==> config.mk <==
export PLATFORM = sky130hd
export DESIGN_NAME = quad_motor_mixer_with_arming_top
export DESIGN_NICKNAME = d
export VERILOG_FILES = /design/src/design/qmm_pkg.sv /design/src/design/qmm_front.sv /design/src/design/qmm_fifo.sv /design/src/design/qmm_back.sv /design/src/design/quad_motor_mixer_with_arming_top.sv
export VERILOG_INCLUDE_DIRS = /design/src /design/src/design
export SDC_FILE = /design/constraint.sdc
export NUM_CORES = 1
export LEC_CHECK = 0
export ABC_AREA = 0
export BUFFER_PORTS_ARGS = -buffer_cell sky130_fd_sc_hd__buf_2
export CAP_MARGIN = 20
export CORE_MARGIN = 2
export CORE_UTILIZATION = 35
export DETAILED_ROUTE_END_ITERATION = 10
export GPL_TIMING_DRIVEN = 1
export SLEW_MARGIN = 20
export SYNTH_ARGS = -nofsm -noshare
export SYNTH_HDL_FRONTEND = slang
export SYNTH_SLANG_ARGS = --single-unit
export TNS_END_PERCENT = 50
==> constraint.sdc <==
create_clock -name clk_i -period 17.6 [get_ports clk_i]
set_input_delay 1.76 -clock clk_i [delete_from_list [all_inputs] [get_ports clk_i]]
set_output_delay 1.76 -clock clk_i [all_outputs]
set_load 0.05 [all_outputs]
==> src/design/quad_motor_mixer_with_arming_top_defines.svh <==
// Assertion macros shared by the motor mixer modules.
`ifndef QUAD_MOTOR_MIXER_WITH_ARMING_TOP_DEFINES_SVH
`define QUAD_MOTOR_MIXER_WITH_ARMING_TOP_DEFINES_SVH

// Property checked on every rising clock edge outside of reset.
`define QMM_ASSERT(lbl, prop, msg) \
  lbl: assert property (@(posedge clk_i) disable iff (!rst_ni) (prop)) else $error(msg);

// Condition that must never hold outside of reset.
`define QMM_ASSERT_NEVER(lbl, cond, msg) \
  `QMM_ASSERT(lbl, !(cond), msg)

`endif

==> src/design/qmm_pkg.sv <==
// Package with the types, codes and constants of the quad motor mixer.
`timescale 1ns / 1ps
package qmm_pkg;

  // Hold time in ms that the yaw stick must exceed to arm or disarm.
  localparam logic [31:0] HOLD_MS = 32'd5000;
  // Smallest throttle in Q1.15 that drives the motors (just above 0.01).
  localparam logic signed [15:0] DRIVE_MIN_Q15 = 16'sd328;
  // Full thrust in Q1.15.
  localparam logic [15:0] ONE_Q15 = 16'd32768;
  // Bits of the division quotient: the numerator is |diff| times 2^15.
  localparam int unsigned DIV_BITS = 28;

  // Item commands.
  localparam logic CMD_STICK = 1'b0;
  localparam logic CMD_STEP  = 1'b1;

  // Receiver channels that carry stored sticks.
  localparam logic [2:0] CH_THROTTLE = 3'd2;
  localparam logic [2:0] CH_YAW      = 3'd3;

  // Arming events reported with each result.
  localparam logic [1:0] EV_NONE     = 2'd0;
  localparam logic [1:0] EV_TIMING   = 2'd1;
  localparam logic [1:0] EV_ARMED    = 2'd2;
  localparam logic [1:0] EV_DISARMED = 2'd3;

  // Configuration register indexes.
  localparam logic [2:0] REG_PWM_MIN       = 3'd0;
  localparam logic [2:0] REG_PWM_MAX       = 3'd1;
  localparam logic [2:0] REG_THRUST_MIN    = 3'd2;
  localparam logic [2:0] REG_THRUST_MAX    = 3'd3;
  localparam logic [2:0] REG_THRUST_CENTER = 3'd4;
  localparam logic [2:0] REG_ARM_HIGH      = 3'd5;
  localparam logic [2:0] REG_ARM_LOW       = 3'd6;

  typedef struct packed {
    logic               cmd;
    logic [2:0]         channel;
    logic [11:0]        pwm;
    logic signed [15:0] roll_corr;
    logic signed [15:0] pitch_corr;
    logic signed [15:0] yaw_corr;
    logic [31:0]        now_ms;
  } in_item_t;

  typedef struct packed {
    logic [11:0] motor0_pwm;
    logic [11:0] motor1_pwm;
    logic [11:0] motor2_pwm;
    logic [11:0] motor3_pwm;
    logic        armed;
    logic [1:0]  arm_event;
  } out_item_t;

  // Configuration register set.
  typedef struct packed {
    logic [11:0] pwm_min;
    logic [11:0] pwm_max;
    logic [11:0] thrust_min;
    logic [11:0] thrust_max;
    logic [11:0] thrust_center;
    logic [11:0] arm_high;
    logic [11:0] arm_low;
  } cfg_t;

  // Control step handed from the front to the back.
  typedef struct packed {
    logic signed [15:0] roll_corr;
    logic signed [15:0] pitch_corr;
    logic signed [15:0] yaw_corr;
    logic [11:0]        throttle;
    logic               armed;
    logic [1:0]         arm_event;
  } job_t;

  // Queue status seen by its two sides.
  typedef struct packed {
    logic full;
    logic empty;
  } q_status_t;

endpackage

==> src/design/qmm_front.sv <==
// Front part: stores sticks and runs the arm/disarm hold timer per control step.
`timescale 1ns / 1ps
module qmm_front (
  input  logic             clk_i,
  input  logic             rst_ni,
  input  logic             accept_i,
  input  qmm_pkg::in_item_t item_i,
  input  qmm_pkg::cfg_t     cfg_i,
  output logic             job_push_o,
  output qmm_pkg::job_t     job_o
);

  logic [11:0] throttle_q, throttle_d;
  logic [11:0] yaw_q, yaw_d;
  logic        armed_q, armed_d;
  logic [31:0] hold_q, hold_d;

  logic        arm_hold, disarm_hold;
  logic        armed_1;
  logic [31:0] hold_1, elapsed_0, elapsed_1;
  logic [1:0]  ev_0, ev_1;
  logic        is_step;

  assign is_step = accept_i && (item_i.cmd == qmm_pkg::CMD_STEP);

  // Arming check, then disarming check on the updated state.
  always_comb begin
    arm_hold    = !armed_q && (yaw_q > cfg_i.arm_high);
    elapsed_0   = item_i.now_ms - hold_q;
    armed_1     = armed_q;
    hold_1      = hold_q;
    ev_0        = qmm_pkg::EV_NONE;
    if (arm_hold && (hold_q == 32'd0)) begin
      hold_1 = item_i.now_ms;
      ev_0   = qmm_pkg::EV_TIMING;
    end else if (arm_hold && (elapsed_0 > qmm_pkg::HOLD_MS)) begin
      armed_1 = 1'b1;
      hold_1  = 32'd0;
      ev_0    = qmm_pkg::EV_ARMED;
    end
    disarm_hold = armed_1 && (yaw_q < cfg_i.arm_low);
    elapsed_1   = item_i.now_ms - hold_1;
    armed_d     = armed_1;
    hold_d      = hold_1;
    ev_1        = ev_0;
    if (disarm_hold && (hold_1 == 32'd0)) begin
      hold_d = item_i.now_ms;
      ev_1   = qmm_pkg::EV_TIMING;
    end else if (disarm_hold && (elapsed_1 > qmm_pkg::HOLD_MS)) begin
      armed_d = 1'b0;
      hold_d  = 32'd0;
      ev_1    = qmm_pkg::EV_DISARMED;
    end
  end

  // Stick updates on the throttle and yaw channels.
  always_comb begin
    throttle_d = throttle_q;
    yaw_d      = yaw_q;
    if (accept_i && (item_i.cmd == qmm_pkg::CMD_STICK)) begin
      if (item_i.channel == qmm_pkg::CH_THROTTLE) begin
        throttle_d = item_i.pwm;
      end else if (item_i.channel == qmm_pkg::CH_YAW) begin
        yaw_d = item_i.pwm;
      end
    end
  end

  always_ff @(posedge clk_i or negedge rst_ni) begin
    if (!rst_ni) begin
      throttle_q <= '0;
      yaw_q      <= '0;
      armed_q    <= 1'b0;
      hold_q     <= '0;
    end else begin
      throttle_q <= throttle_d;
      yaw_q      <= yaw_d;
      if (is_step) begin
        armed_q <= armed_d;
        hold_q  <= hold_d;
      end
    end
  end

  // Job for the back part: corrections, throttle stick and arming outcome.
  assign job_push_o      = is_step;
  assign job_o.roll_corr  = item_i.roll_corr;
  assign job_o.pitch_corr = item_i.pitch_corr;
  assign job_o.yaw_corr   = item_i.yaw_corr;
  assign job_o.throttle   = throttle_q;
  assign job_o.armed      = armed_d;
  assign job_o.arm_event  = ev_1;

endmodule

==> src/design/qmm_fifo.sv <==
// Two-entry job queue between the front and the back part.
`timescale 1ns / 1ps
`include "quad_motor_mixer_with_arming_top_defines.svh"
module qmm_fifo (
  input  logic                 clk_i,
  input  logic                 rst_ni,
  input  logic                 push_i,
  input  qmm_pkg::job_t        data_i,
  input  logic                 pop_i,
  output qmm_pkg::job_t        data_o,
  output qmm_pkg::q_status_t   status_o
);

  logic [1:0]    count_q, count_d;
  logic          wr_ptr_q, rd_ptr_q;
  qmm_pkg::job_t mem_q [2];
  logic          do_push, do_pop;

  assign do_push = push_i && (count_q != 2'd2);
  assign do_pop  = pop_i && (count_q != 2'd0);

  always_comb begin
    count_d = count_q;
    if (do_push && !do_pop) begin
      count_d = count_q + 2'd1;
    end else if (do_pop && !do_push) begin
      count_d = count_q - 2'd1;
    end
  end

  always_ff @(posedge clk_i or negedge rst_ni) begin
    if (!rst_ni) begin
      count_q  <= '0;
      wr_ptr_q <= 1'b0;
      rd_ptr_q <= 1'b0;
    end else begin
      count_q <= count_d;
      if (do_push) begin
        wr_ptr_q <= !wr_ptr_q;
      end
      if (do_pop) begin
        rd_ptr_q <= !rd_ptr_q;
      end
    end
  end

  // Storage needs no reset.
  always_ff @(posedge clk_i) begin
    if (do_push) begin
      mem_q[wr_ptr_q] <= data_i;
    end
  end

  assign data_o         = mem_q[rd_ptr_q];
  assign status_o.full  = (count_q == 2'd2);
  assign status_o.empty = (count_q == 2'd0);

  // The fill count never passes the depth and tracks the pointers.
  `QMM_ASSERT_NEVER(a_count_range, count_q == 2'd3, "job queue count out of range")
  `QMM_ASSERT(a_ptr_match, (count_q == 2'd0 || count_q == 2'd2) |-> (wr_ptr_q == rd_ptr_q), "job queue pointers disagree with count")

endmodule

==> src/design/qmm_back.sv <==
// Back part: throttle normalization by a serial divider, then motor mixing.
`timescale 1ns / 1ps
`include "quad_motor_mixer_with_arming_top_defines.svh"
module qmm_back (
  input  logic                clk_i,
  input  logic                rst_ni,
  input  qmm_pkg::cfg_t       cfg_i,
  input  qmm_pkg::job_t       job_i,
  input  qmm_pkg::q_status_t  q_status_i,
  output logic                job_pop_o,
  output logic                out_valid_o,
  output qmm_pkg::out_item_t  out_o,
  input  logic                out_pop_i
);

  localparam logic [2:0] ST_IDLE = 3'd0;
  localparam logic [2:0] ST_DIV  = 3'd1;
  localparam logic [2:0] ST_SAT  = 3'd2;
  localparam logic [2:0] ST_MIX  = 3'd3;
  localparam logic [2:0] ST_DONE = 3'd4;

  logic [2:0]  state_q, state_d;
  logic [4:0]  cnt_q;
  logic [2:0]  mix_q;
  qmm_pkg::job_t job_q;
  logic [qmm_pkg::DIV_BITS-1:0] num_q;
  logic [11:0] div_q;
  logic [11:0] rem_q;
  logic        neg_q, zero_q;
  logic signed [15:0] thr_q;
  logic signed [29:0] prod_q;
  logic [11:0] pwm_q [4];
  logic        out_valid_q;
  qmm_pkg::out_item_t out_q;

  logic signed [12:0] diff, span;
  logic [11:0] diff_abs, span_abs;
  logic [12:0] rem_sh;
  logic        q_bit;
  logic signed [15:0] thr_sat;
  logic [1:0]  motor;
  logic signed [16:0] corr_a, corr_y;
  logic signed [18:0] mix_sum;
  logic [15:0] thrust;
  logic signed [12:0] pwm_span;
  logic signed [29:0] prod;
  logic signed [30:0] pulse_v;
  logic [11:0] pulse;
  logic        drive;
  logic        load_out;

  // Normalization operands.
  assign diff     = $signed({1'b0, job_i.throttle}) - $signed({1'b0, cfg_i.thrust_center});
  assign span     = $signed({1'b0, cfg_i.thrust_max}) - $signed({1'b0, cfg_i.thrust_min});
  assign diff_abs = diff[12] ? 12'(-diff) : diff[11:0];
  assign span_abs = span[12] ? 12'(-span) : span[11:0];

  // One restoring division step per cycle; the quotient shifts into num_q.
  assign rem_sh = {rem_q, num_q[qmm_pkg::DIV_BITS-1]};
  assign q_bit  = (rem_sh >= {1'b0, div_q});

  // Truncated quotient with sign, saturated to Q1.15.
  always_comb begin
    if (zero_q) begin
      thr_sat = 16'sd0;
    end else if (neg_q) begin
      thr_sat = (num_q > 28'd32768) ? -16'sd32768 : 16'(-num_q);
    end else begin
      thr_sat = (num_q > 28'd32767) ? 16'sd32767 : num_q[15:0];
    end
  end

  // Thrust of the motor in work: throttle with doubled corrections added or subtracted, clamped.
  assign motor = mix_q[1:0];
  always_comb begin
    corr_a = (motor[1] == 1'b0) ? {job_q.roll_corr, 1'b0} : {job_q.pitch_corr, 1'b0};
    corr_y = {job_q.yaw_corr, 1'b0};
    mix_sum = 19'(thr_q);
    if (motor == 2'd0 || motor == 2'd3) begin
      mix_sum = mix_sum + 19'(corr_a);
    end else begin
      mix_sum = mix_sum - 19'(corr_a);
    end
    if (motor[1] == 1'b0) begin
      mix_sum = mix_sum + 19'(corr_y);
    end else begin
      mix_sum = mix_sum - 19'(corr_y);
    end
    if (mix_sum < 0) begin
      thrust = 16'd0;
    end else if (mix_sum > $signed({3'b0, qmm_pkg::ONE_Q15})) begin
      thrust = qmm_pkg::ONE_Q15;
    end else begin
      thrust = mix_sum[15:0];
    end
  end

  assign pwm_span = $signed({1'b0, cfg_i.pwm_max}) - $signed({1'b0, cfg_i.pwm_min});
  assign prod     = pwm_span * $signed({1'b0, thrust});

  // Pulse width from the registered product.
  always_comb begin
    pulse_v = $signed({4'b0, cfg_i.pwm_min, 15'b0}) + 31'(prod_q);
    if (pulse_v < 0) begin
      pulse = 12'd0;
    end else if (pulse_v[30:15] > 16'd4095) begin
      pulse = 12'd4095;
    end else begin
      pulse = pulse_v[26:15];
    end
  end

  assign drive    = job_q.armed && (thr_q >= qmm_pkg::DRIVE_MIN_Q15);
  assign load_out = (state_q == ST_DONE) && (!out_valid_q || out_pop_i);

  // Sequencer.
  always_comb begin
    state_d = state_q;
    case (state_q)
      ST_IDLE: begin
        if (!q_status_i.empty) begin
          state_d = ST_DIV;
        end
      end
      ST_DIV: begin
        if (cnt_q == 5'(qmm_pkg::DIV_BITS - 1)) begin
          state_d = ST_SAT;
        end
      end
      ST_SAT: state_d = ST_MIX;
      ST_MIX: begin
        if (mix_q == 3'd4) begin
          state_d = ST_DONE;
        end
      end
      ST_DONE: begin
        if (load_out) begin
          state_d = ST_IDLE;
        end
      end
      default: state_d = ST_IDLE;
    endcase
  end

  assign job_pop_o = (state_q == ST_IDLE) && !q_status_i.empty;

  always_ff @(posedge clk_i or negedge rst_ni) begin
    if (!rst_ni) begin
      state_q     <= ST_IDLE;
      cnt_q       <= '0;
      mix_q       <= '0;
      out_valid_q <= 1'b0;
    end else begin
      state_q <= state_d;
      if (state_q == ST_IDLE) begin
        cnt_q <= '0;
        mix_q <= '0;
      end
      if (state_q == ST_DIV) begin
        cnt_q <= cnt_q + 5'd1;
      end
      if (state_q == ST_MIX) begin
        mix_q <= mix_q + 3'd1;
      end
      if (load_out) begin
        out_valid_q <= 1'b1;
      end else if (out_pop_i) begin
        out_valid_q <= 1'b0;
      end
    end
  end

  // Datapath registers.
  always_ff @(posedge clk_i) begin
    if (job_pop_o) begin
      job_q  <= job_i;
      num_q  <= {1'b0, diff_abs, 15'b0};
      div_q  <= span_abs;
      rem_q  <= '0;
      neg_q  <= diff[12] ^ span[12];
      zero_q <= (span == 13'sd0);
    end
    if (state_q == ST_DIV) begin
      rem_q <= q_bit ? 12'(rem_sh - {1'b0, div_q}) : rem_sh[11:0];
      num_q <= {num_q[qmm_pkg::DIV_BITS-2:0], q_bit};
    end
    if (state_q == ST_SAT) begin
      thr_q <= thr_sat;
    end
    if (state_q == ST_MIX) begin
      if (mix_q != 3'd4) begin
        prod_q <= prod;
      end
      if (mix_q != 3'd0) begin
        pwm_q[2'(mix_q - 3'd1)] <= drive ? pulse : cfg_i.pwm_min;
      end
    end
    if (load_out) begin
      out_q.motor0_pwm <= pwm_q[0];
      out_q.motor1_pwm <= pwm_q[1];
      out_q.motor2_pwm <= pwm_q[2];
      out_q.motor3_pwm <= pwm_q[3];
      out_q.armed      <= job_q.armed;
      out_q.arm_event  <= job_q.arm_event;
    end
  end

  assign out_valid_o = out_valid_q;
  assign out_o       = out_q;

  // A waiting result stays until taken, and a just-armed result reports armed.
  `QMM_ASSERT(a_out_held, (out_valid_q && !out_pop_i) |=> out_valid_q, "result dropped without pop")
  `QMM_ASSERT(a_armed_event, (out_valid_q && out_q.arm_event == qmm_pkg::EV_ARMED) |-> out_q.armed, "armed event without armed state")
  `QMM_ASSERT(a_div_len, (state_q == ST_SAT) |-> ($past(state_q) == ST_DIV), "saturation entered without division")

endmodule

==> src/design/quad_motor_mixer_with_arming_top.sv <==
// Top level of the quad X-frame motor mixer with stick arming.
//
// Usage: items enter through push/full. A stick update (cmd 0) stores the
// throttle or yaw stick and gives no result. A control step (cmd 1) runs
// the arming hold timer in the front part in the cycle it is accepted and
// leaves a job in a two-entry queue. The back part takes each job through
// a serial divider that normalizes the throttle, then mixes one motor per
// cycle through a shared multiplier. The back part finishes one control
// step before it takes the next job from the queue.
// Results leave through empty/pop from a one-entry output register; while
// it is not taken the back part waits with the next finished result and the
// queue fills, after which full is raised. Configuration beats on the
// cfg channel are always taken and must come while the block is idle.
// Reset clears the sticks, disarms, stops the hold timer, empties the queue
// and loads the default register values.
`timescale 1ns / 1ps
module quad_motor_mixer_with_arming_top (
  input  logic                clk_i,
  input  logic                rst_ni,
  input  logic                push,
  output logic                full,
  input  qmm_pkg::in_item_t   item_i,
  output logic                empty,
  input  logic                pop,
  output qmm_pkg::out_item_t  result_o,
  input  logic                cfg_valid_i,
  output logic                cfg_ready_o,
  input  logic [2:0]          cfg_index_i,
  input  logic [11:0]         cfg_data_i
);

  qmm_pkg::cfg_t      cfg_q;
  qmm_pkg::job_t      job_in, job_out;
  qmm_pkg::q_status_t q_status;
  logic               job_push, job_pop, out_valid, accept;

  assign cfg_ready_o = 1'b1;
  assign accept      = push && !full;
  assign full        = q_status.full;

  // Configuration registers.
  always_ff @(posedge clk_i or negedge rst_ni) begin
    if (!rst_ni) begin
      cfg_q.pwm_min       <= 12'd1000;
      cfg_q.pwm_max       <= 12'd2000;
      cfg_q.thrust_min    <= 12'd1000;
      cfg_q.thrust_max    <= 12'd2000;
      cfg_q.thrust_center <= 12'd1000;
      cfg_q.arm_high      <= 12'd1900;
      cfg_q.arm_low       <= 12'd1100;
    end else if (cfg_valid_i && cfg_ready_o) begin
      case (cfg_index_i)
        qmm_pkg::REG_PWM_MIN:       cfg_q.pwm_min       <= cfg_data_i;
        qmm_pkg::REG_PWM_MAX:       cfg_q.pwm_max       <= cfg_data_i;
        qmm_pkg::REG_THRUST_MIN:    cfg_q.thrust_min    <= cfg_data_i;
        qmm_pkg::REG_THRUST_MAX:    cfg_q.thrust_max    <= cfg_data_i;
        qmm_pkg::REG_THRUST_CENTER: cfg_q.thrust_center <= cfg_data_i;
        qmm_pkg::REG_ARM_HIGH:      cfg_q.arm_high      <= cfg_data_i;
        qmm_pkg::REG_ARM_LOW:       cfg_q.arm_low       <= cfg_data_i;
        default: ;
      endcase
    end
  end

  qmm_front u_front (
    .clk_i      (clk_i),
    .rst_ni     (rst_ni),
    .accept_i   (accept),
    .item_i     (item_i),
    .cfg_i      (cfg_q),
    .job_push_o (job_push),
    .job_o      (job_in)
  );

  qmm_fifo u_fifo (
    .clk_i    (clk_i),
    .rst_ni   (rst_ni),
    .push_i   (job_push),
    .data_i   (job_in),
    .pop_i    (job_pop),
    .data_o   (job_out),
    .status_o (q_status)
  );

  qmm_back u_back (
    .clk_i       (clk_i),
    .rst_ni      (rst_ni),
    .cfg_i       (cfg_q),
    .job_i       (job_out),
    .q_status_i  (q_status),
    .job_pop_o   (job_pop),
    .out_valid_o (out_valid),
    .out_o       (result_o),
    .out_pop_i   (pop)
  );

  assign empty = !out_valid;

endmodule
==> impl_metrics.ini <==
[floorplan]
start_util_pct = 35.2
ios = 170
die_x_um = 329
core_area_um2 = 105000
dieArea_um2 = 108000
rows = 119
die_h_um = 329

[critical_path]
path_max_fanout = 59
cp.arrival_ns = 14.65
start_kind = flop
max_stage_delay_ns = 0.81
cpMostUsedCell = fa_1
required_ns = 18.12
crit_slowest_cell = o31ai_1
critPathKind = reg2reg
cp-end-kind = flop

[clocking]
cts_tree = done
cts.sinks = 518
ctsHtreeMaxLevel = 2
cts_setup_buffers = 0
clk_latency_ns = 0.65
cts_made_buffers = 59
cts_buffer_depth = 3
clkSlewWorstSetupHoldPaths_ns = 0.07
cts-hold-fix-buffers = 0
cts_resized = 0
cts-root-buf = clkbuf_16

[synth]
ys_warn_count = 0
synth_top_area_share_pct = 29.4
synth_ff_type = edfxtp_1
async_reset_ff_share_pct = 30.3
ys_ff_latch = 518
synth_area_leaders = edfxtp_1 29%, ha_1 9.7%, fa_1 8.8%, dfrtp_1 7.9%, mux2_2 4.5%
avgSynthCellArea_um2 = 10.4
postSynthCellCount = 3553
synth_seq_area_share_pct = 40.1
syn_area_um2 = 36900
synth-edff-count = 361
yosys.area.top_type = edfxtp_1
synth_fp_nets = 4118
synthDistinctLibCells = 90

[final_layout]
area_delta_synth_final_pct = 12.2
final_cell_mix = 391 x inv_1, 361 x edfxtp_1, 295 x nand2_1, 287 x ha_1, 222 x nor2_1
fill_cells = 10300
fin_nets = 4254
drive_gt1_share_pct = 15.4
final_common_cell = inv_1

[routing]
drc_errors = 0
via_count = 26800
drtPass1Iterations = 6
avgRoutedWirePerCell_um = 17.8
drtAntennaViolNets = 0
drtIter0Drc = 1567
totalWireLength_um = 91400
via_per_inst = 5.21

[timing]
fmax_mhz = 70.8
fin_setup_tns_ns = 0
hold_violations = 0
setup_viol = 0
finalMaxSlewViolations = 0
skew_ns = 0.0458
worst_pin_slew_ns = 1.08
post-route-min-period_ns = 14.13
period_share_pct = 80.3
max-slew-margin-rel_pct = 28.0
rsz0062_at_grt = false

[global_routing]
grt_antenna_before_repair = 6
grt.overflow.total = 0
grt_pass1_vias = 26500
grt_pass1_wl_um = 145000
grt_max_degree = 89
grt_usage_pct = 16.7

[placed_design]
portBuffers = 168
place_hpwl_um = 70100
routabilityCongestion = 0.905

[flow_run]
drv_cap = 0

[min_path]
hold_class = reg2reg

[status]
status = completed
[worst max-delay path, delay by kind of cell (launching register included)]
| kind | cells | cell delay, ns |
|---|---|---|
| adders and majority gates | 10 | 4.82 |
| and+or+nand+nor | 10 | 2.68 |
| buffers and inverters | 6 | 1.40 |
| muxes | 1 | 0.41 |
| DFF | 1 | 0.34 |
| AOI/OAI and AO/OA | 17 | 3.83 |
| xor gates and xnor gates | 2 | 0.50 |
[synth_stat cells, types with 108 or more instances]
cell type	number
dfrtp_1	116
ha_1	287
edfxtp_1	361
clkbuf_1	116
nor2_1	223
o21ai_0	208
nand2_1	295
a21oi_1	169
mux2_2	148
xnor2_1	108
inv_1	392
fa_1	162
[through the flow]
step | instance area (um^2) | worst slack (ns) | utilization, % | cells | hold WS (ns)
4_1_cts | 41400 | 3.56 | 39.5 | 5130 | 0.419
3_5_place_dp | 39400 | 3.55 | 37.5 | 5019 | 0.405
6_report | 41400 | 3.47 | 39.5 | 5131 | 0.417
5_1_grt | 41400 | 2.31 | 39.5 | 5130 | 0.423
3_3_place_gp | 39400 | 3.89 | 37.5 | 5019 | 0.401
2_1_floorplan | 36900 | 5.29 | - | 3553 | 0.400
[final timing paths]
path / start / slack, ns / cells past startpoint / endpoint
worst max-delay path: u_back.mix_q[1] / 3.47 / 46 / u_back.prod_q[18]
worst min-delay path: u_back.pwm_q[1][9] / 0.42 / 0 / result_o[36]
worst max register to register: u_back.mix_q[1] / 3.47 / 46 / u_back.prod_q[18]
worst min register to register: u_back.pwm_q[1][9] / 0.42 / 0 / result_o[36]
max in group asynchronous: rst_ni / 14.95 / 2 / cfg_q[82]
min in group asynchronous: rst_ni / 1.21 / 1 / u_front.throttle_q[1]
[cell families (layout without fill, tap and decap cells)]
kind of cell | after synthesis | count (layout) | synth area share (%)
flip-flops | 518 | 518 | 40.1
XOR/XNOR | 152 | 152 | 3.61
multiplexers | 179 | 179 | 5.36
other | 1 | 2 | 0.0102
AO/OA/AOI/OAI | 802 | 802 | 14.8
AND/OR/NAND/NOR | 927 | 927 | 12.1
buffers and inverters | 525 | 711 | 5.43
adder cells (fa/ha/maj) | 449 | 449 | 18.5
[registers in the layout (all words and copies together), names as in the netlist, 2 cells and up]
register / cells
cfg_q: 84
result_o: 48
u_back.cnt_q: 5
u_back.corr_y: 16
u_back.div_q: 12
u_back.job_q: 35
u_back.mix_q: 3
u_back.num_q: 28
u_back.out_o: 3
u_back.prod_q: 15
u_back.pwm_q: 48
u_back.rem_q: 12
u_back.state_q: 3
u_back.thr_q: 16
u_fifo.count_q: 2
u_fifo.mem_q: 126
u_front.hold_q: 32
u_front.throttle_q: 12
u_front.yaw_q: 12
[layout make-up]
cell class | instances | area [um^2] | share of cell area, %
Multi-Input combinational cell | 2510 | 20200 | 48.7
Sequential cell | 518 | 14800 | 35.8
Tap cell | 1391 | 1740 | 4.20
Clock buffer | 74 | 1660 | 4.00
Inverter | 393 | 1480 | 3.56
Timing Repair Buffer | 207 | 1140 | 2.75
Clock inverter | 37 | 397 | 0.957
Antenna cell | 1 | 2.50 | 0.00604
[per-layer routing]
metal | vias to the layer above | share of wire (%) | track usage (%)
met5 | - | 0.066 | 0
met4 | 10 | 2.1 | 4.23
met3 | 133 | 4.6 | 2.13
met2 | 596 | 49 | 29.0
met1 | 13000 | 45 | 22.1
li1 | 13100 | - | -
Power is left out: the tool's default activity adds up to more than one toggle a clock period on the data nets, which glitch-free logic cannot reach.
